[src/rtl/tga_sd_pkg.sv]
// Shared types, status codes and pixel helpers for the TGA stream decoder.
// No dependencies; the parser, outbuf, checker, top unit and testbench import it.
`default_nettype none
package tga_sd_pkg;

  localparam int PaletteDepthDefault = 256;
  localparam int HeaderLen           = 18;

  localparam logic [2:0] ST_OK       = 3'd0;
  localparam logic [2:0] ST_FORMAT   = 3'd1;
  localparam logic [2:0] ST_NO_CMAP  = 3'd2;
  localparam logic [2:0] ST_BAD_IDX  = 3'd3;
  localparam logic [2:0] ST_TRUNC    = 3'd4;
  localparam logic [2:0] ST_OVERFLOW = 3'd5;

  typedef struct packed {
    logic [7:0]  red;
    logic [7:0]  green;
    logic [7:0]  blue;
    logic [7:0]  alpha;
    logic        has_alpha;
    logic [7:0]  run_length;
    logic [31:0] first_pixel;
    logic        top_origin;
    logic        frame_done;
    logic [2:0]  status;
    logic        use_pal;
  } res_t;

  // Reorders stored BGR(A) bytes to RGB(A); two-byte pixels become 5-bit channels.
  function automatic logic [31:0] unpack(input logic [31:0] w, input logic [5:0] nb);
    logic [7:0] b0, b1, b2, b3;
    b0 = w[7:0];
    b1 = w[15:8];
    b2 = w[23:16];
    b3 = w[31:24];
    if (nb == 6'd4) return {b3, b0, b1, b2};
    else if (nb == 6'd3) return {8'h00, b0, b1, b2};
    else return {8'h00, 3'b000, b0[4:0], 3'b000, b1[1:0], b0[7:5], 3'b000, b1[6:2]};
  endfunction

endpackage
`default_nettype wire

[src/rtl/tga_sd_outbuf.sv]
// Result register plus skid word; merges palette read data into indexed pixels.
// Depends on tga_sd_pkg for the result record.
`default_nettype none
module tga_sd_outbuf
  import tga_sd_pkg::*;
(
  input  wire logic        clk,
  input  wire logic        rst,
  input  wire logic        produce,
  input  wire res_t        res,
  input  wire logic [31:0] rd_data,
  input  wire logic        out_ready,
  output logic             in_ready,
  output logic             out_valid,
  output res_t             out_res
);

  res_t main_r, skid_r, main_res;
  logic main_valid, skid_valid, take;

  // The read data serves the main word; a new read moves a waiting one to the skid.
  always_comb begin
    main_res = main_r;
    if (main_r.use_pal) begin
      main_res.red   = rd_data[7:0];
      main_res.green = rd_data[15:8];
      main_res.blue  = rd_data[23:16];
      main_res.alpha = main_r.has_alpha ? rd_data[31:24] : 8'h00;
    end
    main_res.use_pal = 1'b0;
  end

  assign in_ready  = !skid_valid;
  assign out_valid = skid_valid || main_valid;
  assign out_res   = skid_valid ? skid_r : main_res;
  assign take      = out_valid && out_ready;

  always_ff @(posedge clk) begin
    if (rst) begin
      main_valid <= 1'b0;
      skid_valid <= 1'b0;
    end else if (skid_valid) begin
      if (take) skid_valid <= 1'b0;
    end else if (produce) begin
      if (main_valid && !take) begin
        skid_r     <= main_res;
        skid_valid <= 1'b1;
      end
      main_r     <= res;
      main_valid <= 1'b1;
    end else if (take) begin
      main_valid <= 1'b0;
    end
  end

endmodule
`default_nettype wire

[config.mk]
export PLATFORM = sky130hd
export DESIGN_NAME = tga_sd_outbuf
export DESIGN_NICKNAME = d
export VERILOG_FILES = /design/src/rtl/tga_sd_pkg.sv /design/src/rtl/tga_sd_outbuf.sv
export SDC_FILE = /design/constraint.sdc
export NUM_CORES = 1
export LEC_CHECK = 0
export ABC_CLOCK_PERIOD_IN_PS = 10300
export BUFFER_PORTS_ARGS = -buffer_cell sky130_fd_sc_hd__buf_4
export CORE_MARGIN = 2
export CORE_UTILIZATION = 40
export CTS_CLUSTER_SIZE = 16
export DETAILED_ROUTE_END_ITERATION = 16
export GPL_TIMING_DRIVEN = 0
export HOLD_SLACK_MARGIN = 0.03
export PLACE_DENSITY_LB_ADDON = 0.15
export SETUP_SLACK_MARGIN = 0.4
export SLEW_MARGIN = 10
export SYNTH_ARGS = -nofsm -noshare
export SYNTH_HDL_FRONTEND = slang
export SYNTH_SLANG_ARGS = --single-unit
[constraint.sdc]
create_clock -name clk -period 10.3 [get_ports clk]
set_clock_uncertainty 0.05 [all_clocks]
set_input_delay 1.03 -clock clk [delete_from_list [all_inputs] [get_ports clk]]
set_output_delay 1.03 -clock clk [all_outputs]
set_load 0.01 [all_outputs]
Word level (Yosys, flattened, before mapping):

Index checks and enable logic that the tools add are counted.

* multiplexer cells: 9
* bitwise gates (word level): 2
* reduce and logical (&&, ||, !) cells: 9

Operators with widths (number)
* 79-bit 2-to-1 mux: 1
* 32-bit 2-to-1 mux: 1
* 8-bit 2-to-1 mux: 1
* 1-bit 2-to-1 mux: 6
* 4-bit AND reduction: 1
* 3-bit AND reduction: 1
* 1-bit logical AND: 2
* 1-bit logical NOT: 2
* 1-bit inverter: 2
* 2-bit AND reduction: 1
* 2-bit nonzero test: 1
* 1-bit logical OR: 1

* bits in registers: 159
* input port bits: 115
* output and inout port bits: 81
* word-level logic and storage cells: 43

Logic depth before layout (Yosys ltp):

Gate-level depths: netlist of the first run.

* depth in word-level cells: 7
* mapped depth: 5
* gate-level depth less buffers: 3

Worst setup path before layout of the first run:

No wires, ideal clock.

* kind: input -> register
* start point: input produce
* end point: register skid_r[10] (netlist bit), enable pin
* setup time: 732 ps
* arrival time: 9096 ps
* data required time: 9518 ps
* path slack: 422 ps
* stages: 2
* path buffers: 0
* path through: nand2_1 > nor4b_1

* cells in the longest elaborated chain, start to end: 1

RTL lines
* start: declaration: RTL line tga_sd_outbuf.sv:9 `input wire logic produce,`
* 4-bit AND reduction (no line)
* end signal: assignment: RTL line tga_sd_outbuf.sv:46 `skid_r <= main_res;`
* end: declaration: RTL line tga_sd_outbuf.sv:18 `res_t main_r, skid_r, main_res;`

Every way passes these cells.
A chain may end at the register's enable or synchronous reset.

==> results.toml, run 1 <==
[grt]
antenna_found_initial = 0
grt_pass1_wl_um = 19000
grt_pass1_vias = 3643
grt_max_degree = 29
grt_use_total = 0.153
gr-total-overflow = 0

[status]
status = "finished clean"

[routing]
vias = 3537
drt_iter0_markers = 105
dr.pass1.iters = 4
wirelength_um = 13000
wire_per_inst_um = 16.9
via_per_inst = 4.61
detail-route-antenna-nets = 0
drcViolationCount = 0

[synth]
syn_area_per_cell_sq_um = 20.4
synth-compound-area-share = 0.00867
synth_warnings = 0
synth_mux_area_frac = 0.207
yosysSeqAreaShare = 0.749
syn_nets = 426
ys_ff_latch = 159
netlist_instances = 311
synth_cell_type_count = 19
synth_top_family_by_area = "multiplexers"
synth_xor_xnor_area_share = 0
syn_area_sq_um = 6350
synth_fa_ha_area_frac = 0
synth-simple-area-share = 0.0106

[worst_hold_path]
hold_class = "flop to flop"

[layout]
drive_above_1_share = 0.652
fillCellCount = 1282
seq_area_sq_um = 4750
diodes = 0
finish.net_count = 654
final_common_cell = "buf_4"
multi_input_area_sq_um = 1450
layout_common_cells = "buf_4 (209), edfxtp_1 (157), mux2_2 (58)"
final_core_util = 0.560
final_cell_area_sq_um = 8800
stdcell_count = 767
syn2layout_area_growth_pct = 38.6

[sta]
whs_ns = 0.391
tightest_slew_ns = 0.715
final.min_clock_period_ns = 2.93
timing.fmax_mhz = 341
slew_viol_final = 0
finalSetupViolCount = 0
hold_violations = 0
max_slew_margin = 0.522
fin_crit_sh = 0.285
rsz0062_at_grt = "no"

[critical_path]
end_kind = "output port"
cp-start-kind = "flop"
worst-endpoint-required_ns = 9.22
worstSetupPathType = "flop to output port"
worstPathMaxFanout = 10
arrival_ns = 1.85

[placement]
postPlaceCellArea_sq_um = 8250
dpl.hpwl_um = 9580
dp_cells = 736
port_buffers = 194
gp_congestion = 0.713

[pwr]
leakage_nw = 3.53
peakVddDrop_v = 0.000104
p_total_mw = 1.46
power.density_nw_per_um2 = 166

[cts]
cts_buffers = 17
cts_tree = "yes"
worstSkewPairLatency_ns = 0.41
ctsResizeCount = 0
root_buffer = "clkbuf_16"
cts_num_sinks = 159
htreeDepth = 4
clkTransAtPathRegs_ns = 0.06
cts_setup_buffers = 0
cts-hold-fix-buffers = 0
cts_max_path_buffers = 2

[die]
die_h_um = 130
dieWidth_um = 130
rows = 46
core_sq_um = 15700
initial_utilization = 0.404
ios = 196
dieArea_sq_um = 16900

[job]
drv_cap = 0
==> kinds of logic after synthesis <==
family                 Yosys count
other                            1
AND/OR/NAND/NOR                 13
buffers and inverters           25
AO/OA/AOI/OAI                   11
flip-flops                     159
multiplexers                   102
==> critical path, cell delays in order, from the launching register on <==
cell     delay [ns]
dfxtp_1        0.29
buf_2          0.17
inv_4          0.13
buf_2          0.31
mux2_2         0.38
buf_4          0.15
==> registers in the layout (all words and copies together), names as in the netlist <==
register and cells:
main_r 79, skid_r 78, main_valid 1, skid_valid 1
==> report_power, final <==
| part | leakage (nW) | switching [mW] | internal, mW |
|---|---|---|---|
| clock network | 0.259 | 0.251 | 0.330 |
| logic | 1.80 | 0.0532 | 0.0856 |
| registers | 1.46 | 0.00590 | 0.733 |
==> final timing paths <==
check | start | endpoint | slack, ns | cells after the start
worst min-delay path | main_r[36] | skid_r[36] | 0.39 | 0
worst min register to register | main_r[36] | skid_r[36] | 0.39 | 0
worst max-delay path | skid_valid | out_res[54] | 7.37 | 5
worst max register to register | skid_valid | skid_r[63] | 7.69 | 8
==> per-stage QoR <==
stage                     setup slack, ns  setup TNS, ns
after floorplan                     0.422              0
after global placement              -4.38        -340.98
after detailed placement             7.40              0
after CTS                            7.32              0
after global routing                 7.28              0
final                                7.37              0
==> per-layer routing <==
metal  vias to the layer above  track usage  routed length [um]
li1                       1665            -                   -
met1                      1725        0.183                5260
met2                       133        0.251                6480
met3                        14       0.0623                1080
met4                         0       0.0544                 160
met5                         -            0                   0
==> cell type report <==
class	instances	share of cell area
buffer	15	0.0128
clock buffer	17	0.0484
clock inverter	14	0.0135
inverter	10	0.00455
multi-input combinational	127	0.165
sequential	159	0.540
tap	216	0.0307
timing repair buffer	209	0.184
==> synth_stat cells (all sizes together) <==
cell | number | area share
dfxtp | 2 | 0.0063
conb | 1 | 0.00059
o21ai | 9 | 0.0071
nand2 | 1 | 0.00059
nor4b | 1 | 0.0014
nor2 | 1 | 0.00059
nand3 | 8 | 0.0063
nor3 | 1 | 0.00079
or2 | 1 | 0.00099
inv | 10 | 0.0063
clkbuf | 1 | 0.00059
a21oi | 2 | 0.0016
buf | 14 | 0.017
edfxtp | 157 | 0.74
mux2 | 102 | 0.21
No activity file was read; power rests on OpenSTA's default activity.
==> run 2, diff against run 1 <==
Settings changed: ABC_CLOCK_PERIOD_IN_PS 10300 to 2900.
Clock period 10.3 ns to 2.9 ns, I/O delays scaled along.
==> results.toml, run 2 (synthesized netlist as in run 1, its figures left out) <==
[grt]
grt_pass1_vias = 4010
grt_pass1_wl_um = 20300
antenna_found_initial = 0
grt_max_degree = 29
grt_use_total = 0.162
gr-total-overflow = 0

[sta]
hold_violations = 0
slew_viol_final = 0
finalSetupViolCount = 0
fin_tns_setup_ns = 0
fin_crit_sh = 0.736
final.min_clock_period_ns = 2.13
timing.fmax_mhz = 469
rsz0062_at_grt = "no"

[die]
rows = 46
initial_utilization = 0.404
dieArea_sq_um = 16900
dieWidth_um = 130
core_sq_um = 15700
ios = 196
die_h_um = 130

[cts]
worstSkewPairLatency_ns = 0.42
cts_tree = "yes"
clkTransAtPathRegs_ns = 0.06
cts_buffers = 17
ctsResizeCount = 0
cts_max_path_buffers = 2
cts_setup_buffers = 0
cts-hold-fix-buffers = 81
cts_num_sinks = 159
root_buffer = "clkbuf_16"
htreeDepth = 4

[critical_path]
cp-start-kind = "flop"
crit_chain = "buf_6, mux2_4, mux2_4, buf_4"
worst-endpoint-required_ns = 2.56
worstSetupPathType = "flop to output port"
end_kind = "output port"
crit_start = "main_r[0]"
arrival_ns = 1.79
rr_startpoint = "skid_valid"
critical_path.top_delay_family = "multiplexers"
cp.buffers_inverters = 2
critPathMaxStageDelay_ns = 0.45
worstPathMaxFanout = 10
crit_top_cell = "mux2_4"
crit_path_top_delay_cell = "edfxtp_1"

[routing]
dr.pass1.iters = 4
vias = 3852
wire_per_inst_um = 15.7
wirelength_um = 13300
drt_iter0_markers = 130
detail-route-antenna-nets = 0
drcViolationCount = 0
via_per_inst = 4.56

[layout]
multi_input_area_sq_um = 1480
syn2layout_area_growth_pct = 53.4
largest_reg_flops = 79
final_cell_area_sq_um = 9740
layout_common_cells = "buf_4 (197), edfxtp_1 (157), dlygate4sd3_1 (81)"
final_common_cell = "buf_4"
fillCellCount = 1179
reg_top3 = "main_r (79), skid_r (78)"
regMostFlops = "main_r"
diodes = 0
drive_above_1_share = 0.567
finish.net_count = 730
seq_area_sq_um = 4750

[pwr]
power.density_nw_per_um2 = 575
leakage_nw = 3.89
peakVddDrop_v = 0.000362

[worst_hold_path]
hold_class = "input pin to flop"
min_from = "rd_data[1]"

[job]
drv_cap = 0

[placement]
gp_congestion = 0.722
dpl.hpwl_um = 9190
port_buffers = 194
postPlaceCellArea_sq_um = 8290

[status]
status = "finished clean"
## run 2: metal layers
| layer | wire, um | GRT usage |
|---|---|---|
| met1 | 5530 | 0.194 |
| met4 | 296 | 0.0702 |
| met2 | 6580 | 0.265 |
| met3 | 857 | 0.0582 |
| met5 | 0 | 0 |
## run 2: layout make-up
type | instances | area share
buffer | 15 | 0.0131
clock buffer | 18 | 0.0441
clock inverter | 14 | 0.0213
inverter | 10 | 0.00463
multi-input combinational | 127 | 0.152
sequential | 159 | 0.488
tap | 216 | 0.0278
timing repair buffer | 285 | 0.249
## run 2: worst register-to-register path: cells and delay by family, from the launching register on
family                 cells  cell delay, ns
buffers and inverters      6            0.98
and+or+nand+nor            2            0.45
DFF                        1            0.31
## run 2: final timing paths
| kind | endpoint | slack [ns] | depth (start not counted) |
|---|---|---|---|
| worst max-delay path | out_res[55] | 0.77 | 4 |
| worst min-delay path | skid_r[72] | 0.12 | 2 |
| worst max register to register | skid_r[11] | 0.82 | 8 |
| worst min register to register | skid_r[28] | 0.39 | 0 |
## run 2: through the flow
stage               hold slack (ns)  std cells  setup slack [ns]  total power, mW   util
global placement              0.373        721             -2.29             3.16  0.517
detailed placement            0.381        731             0.798             3.18  0.528
floorplan                     0.309        311            -0.850             2.89      -
finish                        0.122        844             0.766             5.60  0.620
CTS                           0.103        844             0.728             5.66  0.620
global route                  0.103        844             0.600             5.81  0.620
## run 2: power by group
part	total, mW	internal (mW)	leakage (nW)	switching (mW)
Combinational	0.587	0.377	2.13	0.209
Clock	2.39	1.46	0.297	0.931
Sequential	2.62	2.60	1.46	0.0215
Total	5.60	4.44	3.89	1.16
==> run 3, diff against run 2 <==
Settings changed: ABC_AREA from default to 1, ABC_CLOCK_PERIOD_IN_PS 2900 to 1800.
Clock period 2.9 ns to 1.8 ns, I/O delays scaled along.
==> results.toml, run 3 <==
[status]
status = "finished with violations"
violations = "negative setup slack"

[cts]
htreeDepth = 4
cts_max_path_buffers = 2
cts_buffers = 17
root_buffer = "clkbuf_16"
cts_tree = "yes"
clkTransAtPathRegs_ns = 0.06
cts_num_sinks = 159
worstSkewPairLatency_ns = 0.44

[die]
ios = 196
dieArea_sq_um = 17500
die_h_um = 132
rows = 46
core_sq_um = 15900
dieWidth_um = 132
initial_utilization = 0.412

[job]
drv_cap = 0

[synth]
synthTopCellsByArea = "edfxtp_1 (72%), nand2_1 (15%), inv_1 (2.9%)"
yosysSeqAreaShare = 0.724
synth_edf_count = 157
syn_nets = 694
async_flop_share = 0
synth_top_area_frac = 0.718
synth_area_leader_cell = "edfxtp_1"
syn_area_per_cell_sq_um = 11.3
ys_ff_latch = 159
synth.most_common_cell = "nand2_1"
netlist_instances = 579
synth_cell_type_count = 18
yosys-top-cells-count = "nand2_1 (266), edfxtp_1 (157), inv_1 (51)"
ys.flop_type = "edfxtp_1"
syn_area_sq_um = 6560
synth_warnings = 0

[layout]
final_common_cell = "edfxtp_1"
fillCellCount = 964
layout_common_cells = "edfxtp_1 (157), buf_4 (150), nand2_2 (111)"
largest_reg_flops = 79
regMostFlops = "main_r"
diodes = 0
syn2layout_area_growth_pct = 87.6
reg_top3 = "main_r (79), skid_r (78)"
finish.net_count = 1072
drive_above_1_share = 0.529

[pwr]
p_total_mw = 8.99
leakage_nw = 5.52
peakVddDrop_v = 0.000864
power.density_nw_per_um2 = 730

[sta]
fin_crit_sh = 1.03
final.min_clock_period_ns = 1.85
rsz0062_at_grt = "yes"
hold_violations = 0
slew_viol_final = 0
timing.fmax_mhz = 541
finalSetupViolCount = 8
fin_ws_ns = -0.0487

[critical_path]
worstPathMaxFanout = 5
end_kind = "output port"
cp-start-kind = "flop"
worst-endpoint-required_ns = 1.57
rrSetupSlack_ns = 0.04
r2r_end = "skid_r[37]"
worst_r2r_path_depth = 7
rr_startpoint = "skid_valid"
worstSetupPathType = "flop to output port"
arrival_ns = 1.62

[placement]
port_buffers = 194
place_ws_ns = -0.428
dpl.hpwl_um = 11100
gp_congestion = 0.741

[grt]
top_usage_layer = "met2"
grt_max_degree = 17
antenna_found_initial = 0
use_met2 = 0.399
grtUsageMet1 = 0.260
grt_use_total = 0.225
grt_pass1_vias = 5675
use_met3 = 0.0623
gr-total-overflow = 0
grt_pass1_wl_um = 29900

[routing]
via_per_inst = 4.75
drcViolationCount = 0
drt_iter0_markers = 248
dr.pass1.iters = 4
wire_per_inst_um = 18.4
wirelength_um = 21900
detail-route-antenna-nets = 0
vias = 5631

[worst_hold_path]
min_from = "rd_data[24]"
hold_end = "skid_r[47]"
hold_class = "input pin to flop"
hold_path_depth = 3
-- run 3: cell count changes in the layout (fill, tap and decap cells not counted), moves of 16 or more --
cell | before | now
and2_1 | 0 | 24
buf_12 | 3 | 25
buf_16 | 1 | 18
buf_4 | 197 | 150
buf_6 | 9 | 81
buf_8 | 3 | 19
inv_1 | 9 | 51
mux2_2 | 58 | 0
mux2_4 | 44 | 0
nand2_1 | 0 | 110
nand2_2 | 0 | 111
nand2_4 | 0 | 57
-- run 3: layout make-up --
type | count | area (sq um) | share of cell area
buffer | 26 | 367 | 0.0298
clock buffer | 20 | 437 | 0.0355
clock inverter | 12 | 71.3 | 0.00579
inverter | 53 | 238 | 0.0193
multi-input combinational | 341 | 2170 | 0.176
sequential | 159 | 4760 | 0.386
tap | 216 | 270 | 0.0219
timing repair buffer | 358 | 3980 | 0.324
timing repair inverter | 1 | 20.0 | 0.00163
-- run 3: where the power goes --
part           internal (mW)  switching [mW]
clock network           1.74            1.49
logic                  0.878           0.627
registers               4.20          0.0587
-- run 3: cell families after synthesis --
family / after synthesis / synth area share
compound gates: 2 / 0.00152
buf+inv: 79 / 0.0600
flops: 159 / 0.724
other cells: 1 / 0.000571
simple gates: 338 / 0.213
-- run 3: worst max-delay path by stage --
| stage | start | endpoint | slack (ns) | depth (start not counted) |
|---|---|---|---|---|
| after detailed placement | skid_valid | skid_r[12] | -0.43 | 6 |
| after global placement | skid_valid | skid_r[13] | -2.10 | 3 |
| final | skid_valid | out_res[19] | -0.05 | 7 |
| after floorplan | skid_valid | skid_r[10] | -1.12 | 3 |
| after global routing | skid_valid | out_res[19] | -0.1 | 7 |
| after CTS | main_r[0] | out_res[55] | 0.03 | 7 |
-- run 3: repair_timing --
action                                  CTS  global route
resized for setup                       231           177
hold buffers                             81             0
hold endpoints to repair                 80             0
gates cloned                             19             7
endpoints found under the setup margin  238           238
setup buffers                            27            23
pin swaps                                43            41
-- run 3: routing by layer --
metal  up-vias  share of wire  routed length (um)
met3        42          0.060                1310
met4         0          0.025                 538
met5         -              0                   0
li1       2645              -                   -
met2       206           0.54               11800
met1      2738           0.37                8190
-- run 3: metrics by stage --
step | setup TNS (ns) | cell area [sq um] | util | hold slack (ns) | instances
after floorplan | -119.46 | 6590 | - | 0.199 | 579
after global placement | -253.84 | 8320 | 0.522 | 0.308 | 989
after detailed placement | -23.92 | 8480 | 0.532 | 0.309 | 997
after CTS | 0 | 11300 | 0.708 | 0.0314 | 1156
after global routing | -1.75 | 12300 | 0.772 | 0.0427 | 1186
final | -0.173 | 12300 | 0.772 | 0.0514 | 1186
-- run 3: worst max-delay path, cell delays in order, from the launching register on --
cell     delay, ns
dfxtp_4       0.37
buf_12        0.15
buf_12        0.13
buf_8         0.12
buf_6         0.13
nand2_1       0.09
nand2_2       0.07
buf_6         0.12
