## config.mk

```make
export PLATFORM = sky130hd
export DESIGN_NAME = tga_sd_parser
export DESIGN_NICKNAME = d
export VERILOG_FILES = /design/src/rtl/tga_sd_pkg.sv /design/src/rtl/tga_sd_parser.sv
export SDC_FILE = /design/constraint.sdc
export NUM_CORES = 2
export LEC_CHECK = 0
export BUFFER_PORTS_ARGS = -buffer_cell sky130_fd_sc_hd__buf_2
export CORE_ASPECT_RATIO = 0.5
export CORE_MARGIN = 4
export CORE_UTILIZATION = 50
export CTS_CLUSTER_SIZE = 25
export DETAILED_ROUTE_END_ITERATION = 6
export GPL_TIMING_DRIVEN = 0
export PLACE_DENSITY_LB_ADDON = 0.08
export SLEW_MARGIN = 0
export SYNTH_ARGS = -nofsm -noshare
export SYNTH_HDL_FRONTEND = slang
export SYNTH_SLANG_ARGS = --single-unit
export TNS_END_PERCENT = 100
```

## constraint.sdc

```tcl
create_clock -name clk -period 11 [get_ports clk]
set_input_delay 1.1 -clock clk [delete_from_list [all_inputs] [get_ports clk]]
set_output_delay 1.1 -clock clk [all_outputs]
set_load 0.03 [all_outputs]
```

## src/rtl/tga_sd_pkg.sv

```systemverilog
// Shared types, status codes and pixel helpers for the TGA stream decoder.
// No dependencies; the parser, outbuf, checker, top unit and testbench import it.
`default_nettype none
package tga_sd_pkg;

  localparam int PaletteDepthDefault = 256;
  localparam int HeaderLen           = 18;

  localparam logic [2:0] ST_OK       = 3'd0;
  localparam logic [2:0] ST_FORMAT   = 3'd1;
  localparam logic [2:0] ST_NO_CMAP  = 3'd2;
  localparam logic [2:0] ST_BAD_IDX  = 3'd3;
  localparam logic [2:0] ST_TRUNC    = 3'd4;
  localparam logic [2:0] ST_OVERFLOW = 3'd5;

  typedef struct packed {
    logic [7:0]  red;
    logic [7:0]  green;
    logic [7:0]  blue;
    logic [7:0]  alpha;
    logic        has_alpha;
    logic [7:0]  run_length;
    logic [31:0] first_pixel;
    logic        top_origin;
    logic        frame_done;
    logic [2:0]  status;
    logic        use_pal;
  } res_t;

  // Reorders stored BGR(A) bytes to RGB(A); two-byte pixels become 5-bit channels.
  function automatic logic [31:0] unpack(input logic [31:0] w, input logic [5:0] nb);
    logic [7:0] b0, b1, b2, b3;
    b0 = w[7:0];
    b1 = w[15:8];
    b2 = w[23:16];
    b3 = w[31:24];
    if (nb == 6'd4) return {b3, b0, b1, b2};
    else if (nb == 6'd3) return {8'h00, b0, b1, b2};
    else return {8'h00, 3'b000, b0[4:0], 3'b000, b1[1:0], b0[7:5], 3'b000, b1[6:2]};
  endfunction

endpackage
`default_nettype wire

```

## src/rtl/tga_sd_parser.sv

```systemverilog
// Byte parser: header capture, skips, colour-map load and packet decoding.
// Depends on tga_sd_pkg; drives the palette ports and hands results downstream.
`default_nettype none
module tga_sd_parser
  import tga_sd_pkg::*;
#(
  parameter int PALETTE_DEPTH = 256,
  parameter int PAL_AW = 8
) (
  input  wire logic              clk,
  input  wire logic              rst,
  input  wire logic              acc,
  input  wire logic [7:0]        data_byte,
  input  wire logic              stream_end,
  output logic                   produce,
  output res_t                   res,
  output logic                   wr_en,
  output logic [PAL_AW-1:0]      wr_addr,
  output logic [31:0]            wr_data,
  output logic                   rd_en,
  output logic [PAL_AW-1:0]      rd_addr
);

  localparam logic [2:0] PH_HEADER    = 3'd0;
  localparam logic [2:0] PH_ID_SKIP   = 3'd1;
  localparam logic [2:0] PH_CMAP_SKIP = 3'd2;
  localparam logic [2:0] PH_CMAP_LOAD = 3'd3;
  localparam logic [2:0] PH_PKT_HEAD  = 3'd4;
  localparam logic [2:0] PH_PIXEL     = 3'd5;
  localparam logic [2:0] PH_DONE      = 3'd6;

  logic [2:0]  phase, phase_next;
  logic [23:0] bc, bc_next;
  logic [63:0] hdr0, hdr0_next;
  logic [47:0] hdr1, hdr1_next;
  logic [31:0] asmw, asmw_next;
  logic [7:0]  pleft, pleft_next;
  logic        is_run, is_run_next;
  logic [31:0] pc, pc_next;
  logic [31:0] ptotal, ptotal_next;

  logic [7:0]  ityp, cmap_type, ebits, pbits, desc;
  logic [15:0] cfirst, clen, iw, ih;
  logic [5:0]  ent_b, pix_b;
  logic [31:0] product, slot, remain;
  logic [23:0] skip_len;
  logic [2:0]  chk;
  logic        ha, emit, use_pal, do_after, do_enter, done, wr, bad;
  logic [2:0]  h1_idx;
  logic [7:0]  cnt, run;
  logic [15:0] idx;
  logic [31:0] col, asm_cur;
  res_t        r;

  // Header fields are taken from the view that already holds the current byte.
  always_comb begin
    ityp      = hdr0_next[23:16];
    cmap_type = hdr0_next[15:8];
    cfirst    = hdr0_next[39:24];
    clen      = hdr0_next[55:40];
    ebits     = hdr0_next[63:56];
    iw        = hdr1_next[15:0];
    ih        = hdr1_next[31:16];
    pbits     = hdr1_next[39:32];
    desc      = hdr1_next[47:40];
    ent_b     = 6'(({1'b0, ebits} + 9'd7) >> 3);
    pix_b     = 6'(({1'b0, pbits} + 9'd7) >> 3);
    product   = iw * ih;
    skip_len  = 24'({8'h00, clen} * {18'h0, ent_b});
    ha        = ityp[0] ? (ent_b == 6'd4) : (pix_b == 6'd4);
    if ((ityp & 8'hF4) != 8'h00 || ityp[1:0] == 2'b11 || ityp[1:0] == 2'b00) chk = ST_FORMAT;
    else if (ityp[0] && cmap_type == 8'h00) chk = ST_NO_CMAP;
    else if (ityp[0] && (pix_b < 6'd1 || pix_b > 6'd2 || ent_b < 6'd2 || ent_b > 6'd4))
      chk = ST_FORMAT;
    else if (!ityp[0] && (pix_b < 6'd2 || pix_b > 6'd4)) chk = ST_FORMAT;
    else chk = ST_OK;
  end

  always_comb begin
    hdr0_next   = hdr0;
    hdr1_next   = hdr1;
    h1_idx      = 3'(bc[4:0] - 5'd12);
    if (phase == PH_HEADER) begin
      if (bc < 24'd8) hdr0_next[{bc[2:0], 3'b000} +: 8] = data_byte;
      else if (bc >= 24'd12 && bc < 24'(HeaderLen)) hdr1_next[{h1_idx, 3'b000} +: 8] = data_byte;
    end
  end

  always_comb begin
    phase_next  = phase;
    bc_next     = bc;
    asmw_next   = asmw;
    pleft_next  = pleft;
    is_run_next = is_run;
    pc_next     = pc;
    ptotal_next = ptotal;
    emit        = 1'b0;
    use_pal     = 1'b0;
    do_after    = 1'b0;
    do_enter    = 1'b0;
    wr          = 1'b0;
    done        = 1'b0;
    bad         = 1'b0;
    cnt         = {1'b0, data_byte[6:0]} + 8'd1;
    remain      = ptotal - pc;
    slot        = {16'h0000, cfirst} + pc;
    asm_cur     = asmw | ({24'h0, data_byte} << {bc[1:0], 3'b000});
    idx         = 16'h0000;
    col         = 32'h0;
    run         = 8'd1;
    r           = '0;
    r.has_alpha  = ha;
    r.top_origin = desc[5];
    r.first_pixel = pc;

    unique case (phase)
      PH_HEADER: begin
        bc_next = bc + 24'd1;
        if (bc_next >= 24'(HeaderLen)) begin
          bc_next = 24'd0;
          if (chk != ST_OK) begin
            phase_next = PH_DONE;
            emit = 1'b1;
            r.frame_done = 1'b1;
            r.status = chk;
          end else begin
            ptotal_next = product;
            if (hdr0_next[7:0] != 8'h00) begin
              phase_next = PH_ID_SKIP;
              bc_next = {16'h0000, hdr0_next[7:0]};
            end else begin
              do_after = 1'b1;
            end
          end
        end
      end
      PH_ID_SKIP: begin
        bc_next = bc - 24'd1;
        if (bc_next == 24'd0) do_after = 1'b1;
      end
      PH_CMAP_SKIP: begin
        bc_next = bc - 24'd1;
        if (bc_next == 24'd0) do_enter = 1'b1;
      end
      PH_CMAP_LOAD: begin
        asmw_next = asm_cur;
        bc_next = bc + 24'd1;
        if (bc_next >= {18'h0, ent_b}) begin
          wr = slot < 32'(PALETTE_DEPTH);
          pc_next = pc + 32'd1;
          bc_next = 24'd0;
          asmw_next = 32'h0;
          if (pc_next >= {16'h0000, clen}) do_enter = 1'b1;
        end
      end
      PH_PKT_HEAD: begin
        if ({24'h0, cnt} > remain) begin
          phase_next = PH_DONE;
          emit = 1'b1;
          r.frame_done = 1'b1;
          r.status = ST_OVERFLOW;
        end else begin
          pleft_next = cnt;
          is_run_next = data_byte[7];
          bc_next = 24'd0;
          asmw_next = 32'h0;
          phase_next = PH_PIXEL;
        end
      end
      PH_PIXEL: begin
        asmw_next = asm_cur;
        bc_next = bc + 24'd1;
        if (bc_next >= {18'h0, pix_b}) begin
          idx = asmw_next[15:0];
          if (ityp[0]) begin
            bad = idx < cfirst || (idx - cfirst) >= clen ||
                  {16'h0000, idx} >= 32'(PALETTE_DEPTH);
            use_pal = 1'b1;
          end else begin
            col = unpack(asmw_next, pix_b);
          end
          emit = 1'b1;
          if (bad) begin
            use_pal = 1'b0;
            phase_next = PH_DONE;
            r.frame_done = 1'b1;
            r.status = ST_BAD_IDX;
          end else begin
            run = (ityp[3] && is_run) ? pleft : 8'd1;
            pc_next = pc + {24'h0, run};
            done = pc_next == ptotal;
            bc_next = 24'd0;
            asmw_next = 32'h0;
            if (ityp[3]) begin
              pleft_next = is_run ? 8'd0 : pleft - 8'd1;
              if (pleft_next == 8'd0) phase_next = PH_PKT_HEAD;
            end
            if (done) phase_next = PH_DONE;
            r.red = col[7:0];
            r.green = col[15:8];
            r.blue = col[23:16];
            r.alpha = ha ? col[31:24] : 8'h00;
            r.run_length = run;
            r.frame_done = done;
            r.use_pal = use_pal;
          end
        end
      end
      PH_DONE: begin
      end
      default: begin
      end
    endcase

    if (do_after) begin
      if (cmap_type != 8'h00 && ityp[0] && clen != 16'h0000) begin
        phase_next = PH_CMAP_LOAD;
        bc_next = 24'd0;
        pc_next = 32'd0;
        asmw_next = 32'h0;
      end else if (cmap_type != 8'h00 && !ityp[0] && skip_len != 24'd0) begin
        phase_next = PH_CMAP_SKIP;
        bc_next = skip_len;
      end else begin
        do_enter = 1'b1;
      end
    end

    if (do_enter) begin
      pc_next = 32'd0;
      bc_next = 24'd0;
      asmw_next = 32'h0;
      pleft_next = 8'd0;
      is_run_next = 1'b0;
      if (ptotal_next == 32'd0) begin
        phase_next = PH_DONE;
        emit = 1'b1;
        r.first_pixel = 32'd0;
        r.frame_done = 1'b1;
        r.status = ST_OK;
      end else begin
        phase_next = ityp[3] ? PH_PKT_HEAD : PH_PIXEL;
      end
    end

    if (stream_end) begin
      if (phase_next != PH_DONE) begin
        if (emit) begin
          r.frame_done = 1'b1;
          r.status = ST_TRUNC;
        end else begin
          emit = 1'b1;
          r.first_pixel = pc_next;
          r.frame_done = 1'b1;
          r.status = ST_TRUNC;
        end
      end
      phase_next  = PH_HEADER;
      bc_next     = 24'd0;
      asmw_next   = 32'h0;
      pleft_next  = 8'd0;
      is_run_next = 1'b0;
      pc_next     = 32'd0;
      ptotal_next = 32'd0;
    end
  end

  assign produce = acc && emit;
  assign res     = r;
  assign wr_en   = acc && wr;
  assign wr_addr = slot[PAL_AW-1:0];
  assign wr_data = unpack(asm_cur, ent_b);
  assign rd_en   = acc && emit && r.use_pal;
  assign rd_addr = idx[PAL_AW-1:0];

  always_ff @(posedge clk) begin
    if (rst) begin
      phase  <= PH_HEADER;
      bc     <= 24'd0;
      hdr0   <= 64'h0;
      hdr1   <= 48'h0;
      asmw   <= 32'h0;
      pleft  <= 8'd0;
      is_run <= 1'b0;
      pc     <= 32'd0;
      ptotal <= 32'd0;
    end else if (acc) begin
      phase  <= phase_next;
      bc     <= bc_next;
      hdr0   <= stream_end ? 64'h0 : hdr0_next;
      hdr1   <= stream_end ? 48'h0 : hdr1_next;
      asmw   <= asmw_next;
      pleft  <= pleft_next;
      is_run <= is_run_next;
      pc     <= pc_next;
      ptotal <= ptotal_next;
    end
  end

endmodule
`default_nettype wire

```

======== Yosys cells after proc, flatten, opt, wreduce, memory -nomap -nowiden ========
Cells that the tools add are included.
operators by class
  $lt $le $gt $ge ......................... 18
  muxes and demuxes ....................... 136
  eq/ne operators ......................... 18
  reductions and logical operators ........ 41
  bitwise logic cells ..................... 1
  shift-type cells ........................ 5
  add/sub/neg operators ................... 14
  multiply operators ...................... 2
operators by type and width
  kind                      count
  $mux W32                  30
  $mux W24                  12
  $mux W48                  4
  $mux W64                  3
  $mux W8                   16
  $pmux W24 S5              1
  $pmux W32 S3              1
  $bwmux W64                1
  $pmux W32 S2              1
  $shift A8 B8 Y64 const A  1
  $shiftx A8 B8 Y64         1
  $bwmux W48                1
  $ge A24 B6 Y1             2
  $shift A8 B8 Y48 const A  1
  $shiftx A8 B8 Y48         1
  $mux W3                   15
  $mux W1                   34
  $add A16 B32 Y32          1
  $add A32 B1 Y32 const B   1
  $add A32 B8 Y32           1
  $eq A32 B32 Y1            1
  $ge A32 B16 Y1            1
  $gt A8 B32 Y1             1
  $logic_not A32 Y1         1
  other kinds (59)          103
word-level totals
  register bits ........................... 244
  bits of input ports ..................... 12

======== Depth between registers and ports, before layout ========
  depth in word-level cells ............... 29
  gate-level depth with buffers ........... 41
  depth with buffers taken out ............ 35

======== Worst setup path before layout ========
No wires, ideal clock.
  kind .................................... register to output
  start ................................... register bc[0]
  end ..................................... output port produce
  buffers on the path ..................... 5
  setup slack ............................. -0.439 ns
  data arrival time ....................... 10.339 ns
  cell stages (with the launch flop) ...... 33
  cells stage by stage .................... dfxtp_1 > clkbuf_1 > clkbuf_1 > clkbuf_1 > inv_1 > ha_1 > ha_1 > clkbuf_1 > nand4_1 > nor4_2 > clkbuf_1 > mux2i_1 > nor2_1 > fa_1 > inv_1 > fa_1 > fa_1 > fa_1 > fa_1 > fa_1 > inv_1 > ha_1 > and4_1 > a221oi_1 > o21ai_0 > a311oi_1 > a2bb2oi_1 > nand4_1 > nor4_1 > nand4b_1 > o41ai_4 > nand3_1 > a41oi_1
on the way
  cells in the longest elaborated chain, start to end .. 28
ends and longest elaborated chain
  element                                                RTL line              source
  start: declaration                                     tga_sd_parser.sv:33   logic [23:0] bc, bc_next;
  start signal: assignment                               tga_sd_parser.sv:289  bc <= bc_next;
  $sub A3 B3 Y3                                          tga_sd_parser.sv:82   h1_idx = 3'(bc[4:0] - 5'd12);
  $neg A6 Y8                                             tga_sd_parser.sv:85   else if (bc >= 24'd12 && bc < 24'(HeaderLen)) hdr1_next[{h1_idx, 3'b000} +: 8] = data_byte;
  $shiftx A8 B8 Y48 or $shift A8 B8 Y48 (tied branches)  tga_sd_parser.sv:85
  $bwmux W48                                             tga_sd_parser.sv:85
  $mux W48                                               tga_sd_parser.sv:85
  $mux W48                                               tga_sd_parser.sv:84   if (bc < 24'd8) hdr0_next[{bc[2:0], 3'b000} +: 8] = data_byte;
  $mux W48                                               tga_sd_parser.sv:83   if (phase == PH_HEADER) begin
  $add A8 B3 Y9                                          tga_sd_parser.sv:67   pix_b = 6'(({1'b0, pbits} + 9'd7) >> 3);
  [... 12 more ...]                                      n/a
  $mux W3                                                tga_sd_parser.sv:221  end else if (cmap_type != 8'h00 && !ityp[0] && skip_len != 24'd0) begin
  $mux W3                                                tga_sd_parser.sv:216  if (cmap_type != 8'h00 && ityp[0] && clen != 16'h0000) begin
  $mux W3                                                tga_sd_parser.sv:215  if (do_after) begin
  $mux W3                                                tga_sd_parser.sv:229  if (do_enter) begin
  $ne A3 B3 Y1                                           tga_sd_parser.sv:247  if (phase_next != PH_DONE) begin
  $mux W1                                                tga_sd_parser.sv:247
  $mux W1 *                                              tga_sd_parser.sv:246  if (stream_end) begin
  $logic_and A1 B1 Y1 *                                  tga_sd_parser.sv:268  assign produce = acc && emit;
  end: declaration                                       tga_sd_parser.sv:15   output logic produce,
Every way passes the cells marked *; elsewhere a longest branch is shown, timed or not. The select of a mux whose other input is x is not followed.

==> results_tabular.tex <==
\begin{tabular}{lr}
\hline
Metric & Value \\
\hline
\multicolumn{2}{l}{\textbf{Outcome}} \\
\quad Result of the run & finished with violations \\
\quad Violated checks & design-rule violations, max-capacitance violations, max-slew violations, negative setup slack \\
\multicolumn{2}{l}{\textbf{Worst setup path}} \\
\quad Worst R2R Setup Slack & $\sim$1.2 ns \\
\quad Critical path type & input pin to output port \\
\quad Largest driver fanout on the critical path & 10 \\
\quad Capture point of the critical path & res[13] \\
\quad Data arrival, critical path & around 10 ns \\
\quad Crit path launch & data\_byte[0] \\
\quad Kind of cell with the highest combined delay on the critical path & adder cells \\
\quad Data required time at the worst endpoint & around 9.9 ns \\
\quad Worst reg2reg path depth & 26 \\
\quad Reg2reg end & asmw[29] \\
\quad Slowest stage cell, crit path & sky130\_fd\_sc\_hd\_\_clkbuf\_1 \\
\quad Worst Setup Start Kind & input pin \\
\quad Most frequent cell on the critical path & sky130\_fd\_sc\_hd\_\_fa\_1 \\
\quad Buffer and inverter count on the worst path & 8 \\
\quad Depth of the critical timing path with buffers and inverters included & 29 \\
\quad Worst r2r src & bc[11] \\
\quad Kind of end point of the critical path & output port \\
\quad Crit path largest cell delay & between 0.7 and 0.8 ns \\
\multicolumn{2}{l}{\textbf{STA}} \\
\quad Portion of the clock cycle consumed by the worst path in the final layout & 102\% \\
\quad Fmax achieved & around 89 MHz \\
\quad Setup repair after global routing missed its margin & yes \\
\quad Worst hold slack & $\sim$0.45 ns \\
\quad Post-layout min period & around 11 ns \\
\quad Final-layout setup total negative slack & -3.59 ns \\
\quad Final Max Slew Viols & 21 \\
\quad Slew headroom & -2.07\% \\
\quad Transition time at the pin with the least slew margin & between 1.5 and 2 ns \\
\quad Number of setup violations in the final report & 34 \\
\quad Least setup slack across all paths after layout & -0.180 ns \\
\quad Worst-case clock skew & $\sim$0.036 ns \\
\quad Hold violation total from the final report & 0 \\
\multicolumn{2}{l}{\textbf{GRT}} \\
\quad Pin count of the biggest net entering global routing & 16 \\
\quad Global-route wire length before repair & about 230 mm \\
\quad Antenna violations before repair & 11 \\
\quad Via count of the first global-routing pass & roughly 36000 \\
\quad GR Util All Layers & between 40\% and 50\% \\
\quad Total gr overflow & 0 \\
\multicolumn{2}{l}{\textbf{Floorplan}} \\
\quad Starting density of the core & between 50 and 60\% \\
\quad Vertical die dimension & approximately 190 µm \\
\quad CORE AREA & 67000 µm² \\
\quad Die area & roughly 72000 µm² \\
\quad Io pins & 142 \\
\quad Number of cell rows & 67 \\
\quad Die W & approximately 380 µm \\
\multicolumn{2}{l}{\textbf{Pwr}} \\
\quad Final total power & between 2 and 3 mW \\
\quad Leakage & 16.3 nW \\
\quad Switching pwr & 1.01 mW \\
\quad Switching portion of total power & approximately 37\% \\
\quad Part of the power in registers & 32.5\% \\
\quad Internal Pwr Total & roughly 1.7 mW \\
\quad Worst ir drop on vdd & 0.145 mV \\
\quad Combinational power share & a little under a third \\
\quad Share of power burned in the clock network & between 30 and 40\% \\
\quad Pwr/cell area & between 60 and 70 nW/µm² \\
\multicolumn{2}{l}{\textbf{Placed design}} \\
\quad Sum of net half-perimeters after detailed placement & 121 mm \\
\quad Count of buffers inserted at the top-level ports & approximately 140 \\
\quad Post-place setup slack & -3.89 ns \\
\quad Cell count after placement & approximately 5500 \\
\quad Routability congestion estimate from global placement & $\sim$1.0 \\
\quad Cell area reported after detailed placement & approximately 36000 µm² \\
\multicolumn{2}{l}{\textbf{Drt}} \\
\quad First DRT Iteration DRCs & $\sim$5100 \\
\quad Antenna Violating Nets Remaining & 0 \\
\quad Routed wirelength normalized by instance count & 27.3 µm \\
\quad Total iterations of the first detailed-routing run & 7 \\
\quad Remaining DRCs & 14 \\
\quad Total via count after detailed routing & 37900 \\
\quad Final routed wirelength across all metal layers & approximately 160 mm \\
\quad DR vias/cell & approximately 6.6 \\
\multicolumn{2}{l}{\textbf{Layout}} \\
\quad Number of nets at the end of the flow & around 5300 \\
\quad Cell area after layout & approximately 40000 µm² \\
\quad Number of non-filler instances in the completed layout & approximately 5700 \\
\quad Proportion of layout cells with a drive suffix above 1 & 15.5\% \\
\quad Utilization after layout & 60.1\% \\
\quad Ant. Diodes & 0 \\
\quad Signed area change from the synthesized netlist to the final layout & 19.1\% \\
\multicolumn{2}{l}{\textbf{Synthesis}} \\
\quad Register bit count reported by yosys & 237 \\
\quad Number of unique standard cell types used by synthesis & between 100 and 150 \\
\quad Share of synthesized registers carrying an async set or reset & 0\% \\
\quad Post-synthesis sequential area ratio & between 10\% and 20\% \\
\quad Number of standard cells after synthesis & between 4000 and 5000 \\
\quad Cell Area, Synth & between 30000 and 40000 µm² \\
\quad Dominant synthesized flop cell & sky130\_fd\_sc\_hd\_\_dfxtp\_1 \\
\quad Synthesized Nets & $\sim$5000 \\
\quad Synth Warn \# & 0 \\
\quad Number of enable flip-flop cells after synthesis & 0 \\
\quad Synthesized area per cell & roughly 7.5 µm² \\
\multicolumn{2}{l}{\textbf{Clock network}} \\
\quad Latest clock arrival within the worst-skew pair & approximately 0.64 ns \\
\quad Num Clock Sinks & $\sim$240 \\
\quad TritonCTS clock tree & done \\
\quad Hold Buf Count CTS & 0 \\
\quad Reg clk slew, reported paths & 0.06 ns \\
\quad Maximum clock insertion buffer count & 3 \\
\quad Clock root buffer & sky130\_fd\_sc\_hd\_\_clkbuf\_16 \\
\quad Inserted Clock Buffers & 27 \\
\quad H-Tree Level Count & 1 \\
\multicolumn{2}{l}{\textbf{Worst hold path}} \\
\quad Hold Path Class & flip-flop to flip-flop \\
\multicolumn{2}{l}{\textbf{Run}} \\
\quad Count of max-cap constraint violations & 2 \\
\hline
\end{tabular}
## worst reg2reg max path: cells and delay by family (launching register included)
family / cells / cell delay (ns)
and+or+nand+nor: 12 / 5.08
muxes: 1 / 1.01
adders and majority gates: 4 / 1.91
DFF: 1 / 0.32
AOI/OAI and AO/OA: 3 / 0.71
buffers and inverters: 6 / 0.70
## layer usage
layer	wire, µm	global-route usage, %
met5	161	0
met4	8390	19.0
met3	20300	12.0
met2	64300	62.7
met1	63200	57.0
## state kept, by name, summed over array words and instances (netlist names)
register,count
hdr0,64
hdr1,41
asmw,32
pc,32
ptotal,32
bc,24
pleft,8
phase,3
is_run,1
## power by group through the flow
stage          Clock [mW]  Sequential [mW]  Combinational (mW)
2_1_floorplan           0            0.887               0.435
3_3_place_gp            0            0.889               0.663
3_5_place_dp            0            0.889               0.665
4_1_cts             0.984            0.871               0.740
5_1_grt              1.02            0.873               0.840
6_report            0.997            0.873               0.813
## cells by family (layout without fill, tap and decap cells)
logic type	count (synthesis)	in the layout	synth area share [%]
mux	125	125	3.81
flops	237	237	14.0
fa+ha+maj	521	521	24.9
simple gates	1672	1672	23.4
compound gates	1058	1058	21.2
buf+inv	677	1032	7.63
xor+xnor	189	189	4.98
## cell type report
cell class	count	area [µm²]
flip-flops and latches	237	4760
well taps	897	1120
inverters	417	1580
plain buffers	236	1340
fillers	6172	26700
clock inverters	11	140
repair buffers	332	2540
clock buffers	36	749
multi-input cells	3565	28000
## worst min path at each step
stage	to	cells after the start	from	slack, ns
2_1_floorplan	hdr0[11]	2	hdr0[11]	0.43
3_3_place_gp	hdr0[14]	2	hdr0[14]	0.44
3_5_place_dp	hdr0[21]	2	hdr0[21]	0.44
4_1_cts	hdr0[21]	2	hdr0[21]	0.45
5_1_grt	hdr0[23]	2	hdr0[23]	0.47
6_report	hdr0[21]	2	hdr0[21]	0.45
## timing repair
item	4_1_cts	5_1_grt
resized for setup	423	149
gates cloned	5	1
buffers inserted	117	61
pin swaps	117	42
endpoints found under the setup margin	159	35
## cells in the mapped netlist (all sizes together), types with 38 or more instances
library cell,instances,area (µm²)
a22o,42,368
clkbuf,228,857
nor4,71,547
a21oi,247,1240
nand2,442,1660
a22oi,104,781
nand4,69,438
mux2i,96,961
nand2b,42,263
o21ai,202,1010
nor3,103,557
xnor2,138,1210
xor2,49,429
dfxtp,237,4740
a21o,60,450
and2,46,288
nand3,96,480
o21a,38,285
nor2,615,2310
inv,416,1560
ha,266,3330
fa,255,5100
## cells in the final DEF, fill, tap and decap left out, drive strengths merged, types with 49 or more instances in the layout
cell type  instances
nor2             615
nand2            442
inv              415
buf              356
ha               266
fa               255
a21oi            247
clkbuf           247
dfxtp            237
o21ai            202
xnor2            138
a22oi            104
nor3             103
nand3             96
mux2i             96
nor4              71
nand4             69
a21o              60
xor2              49
(Power assumes the default switching activity.)
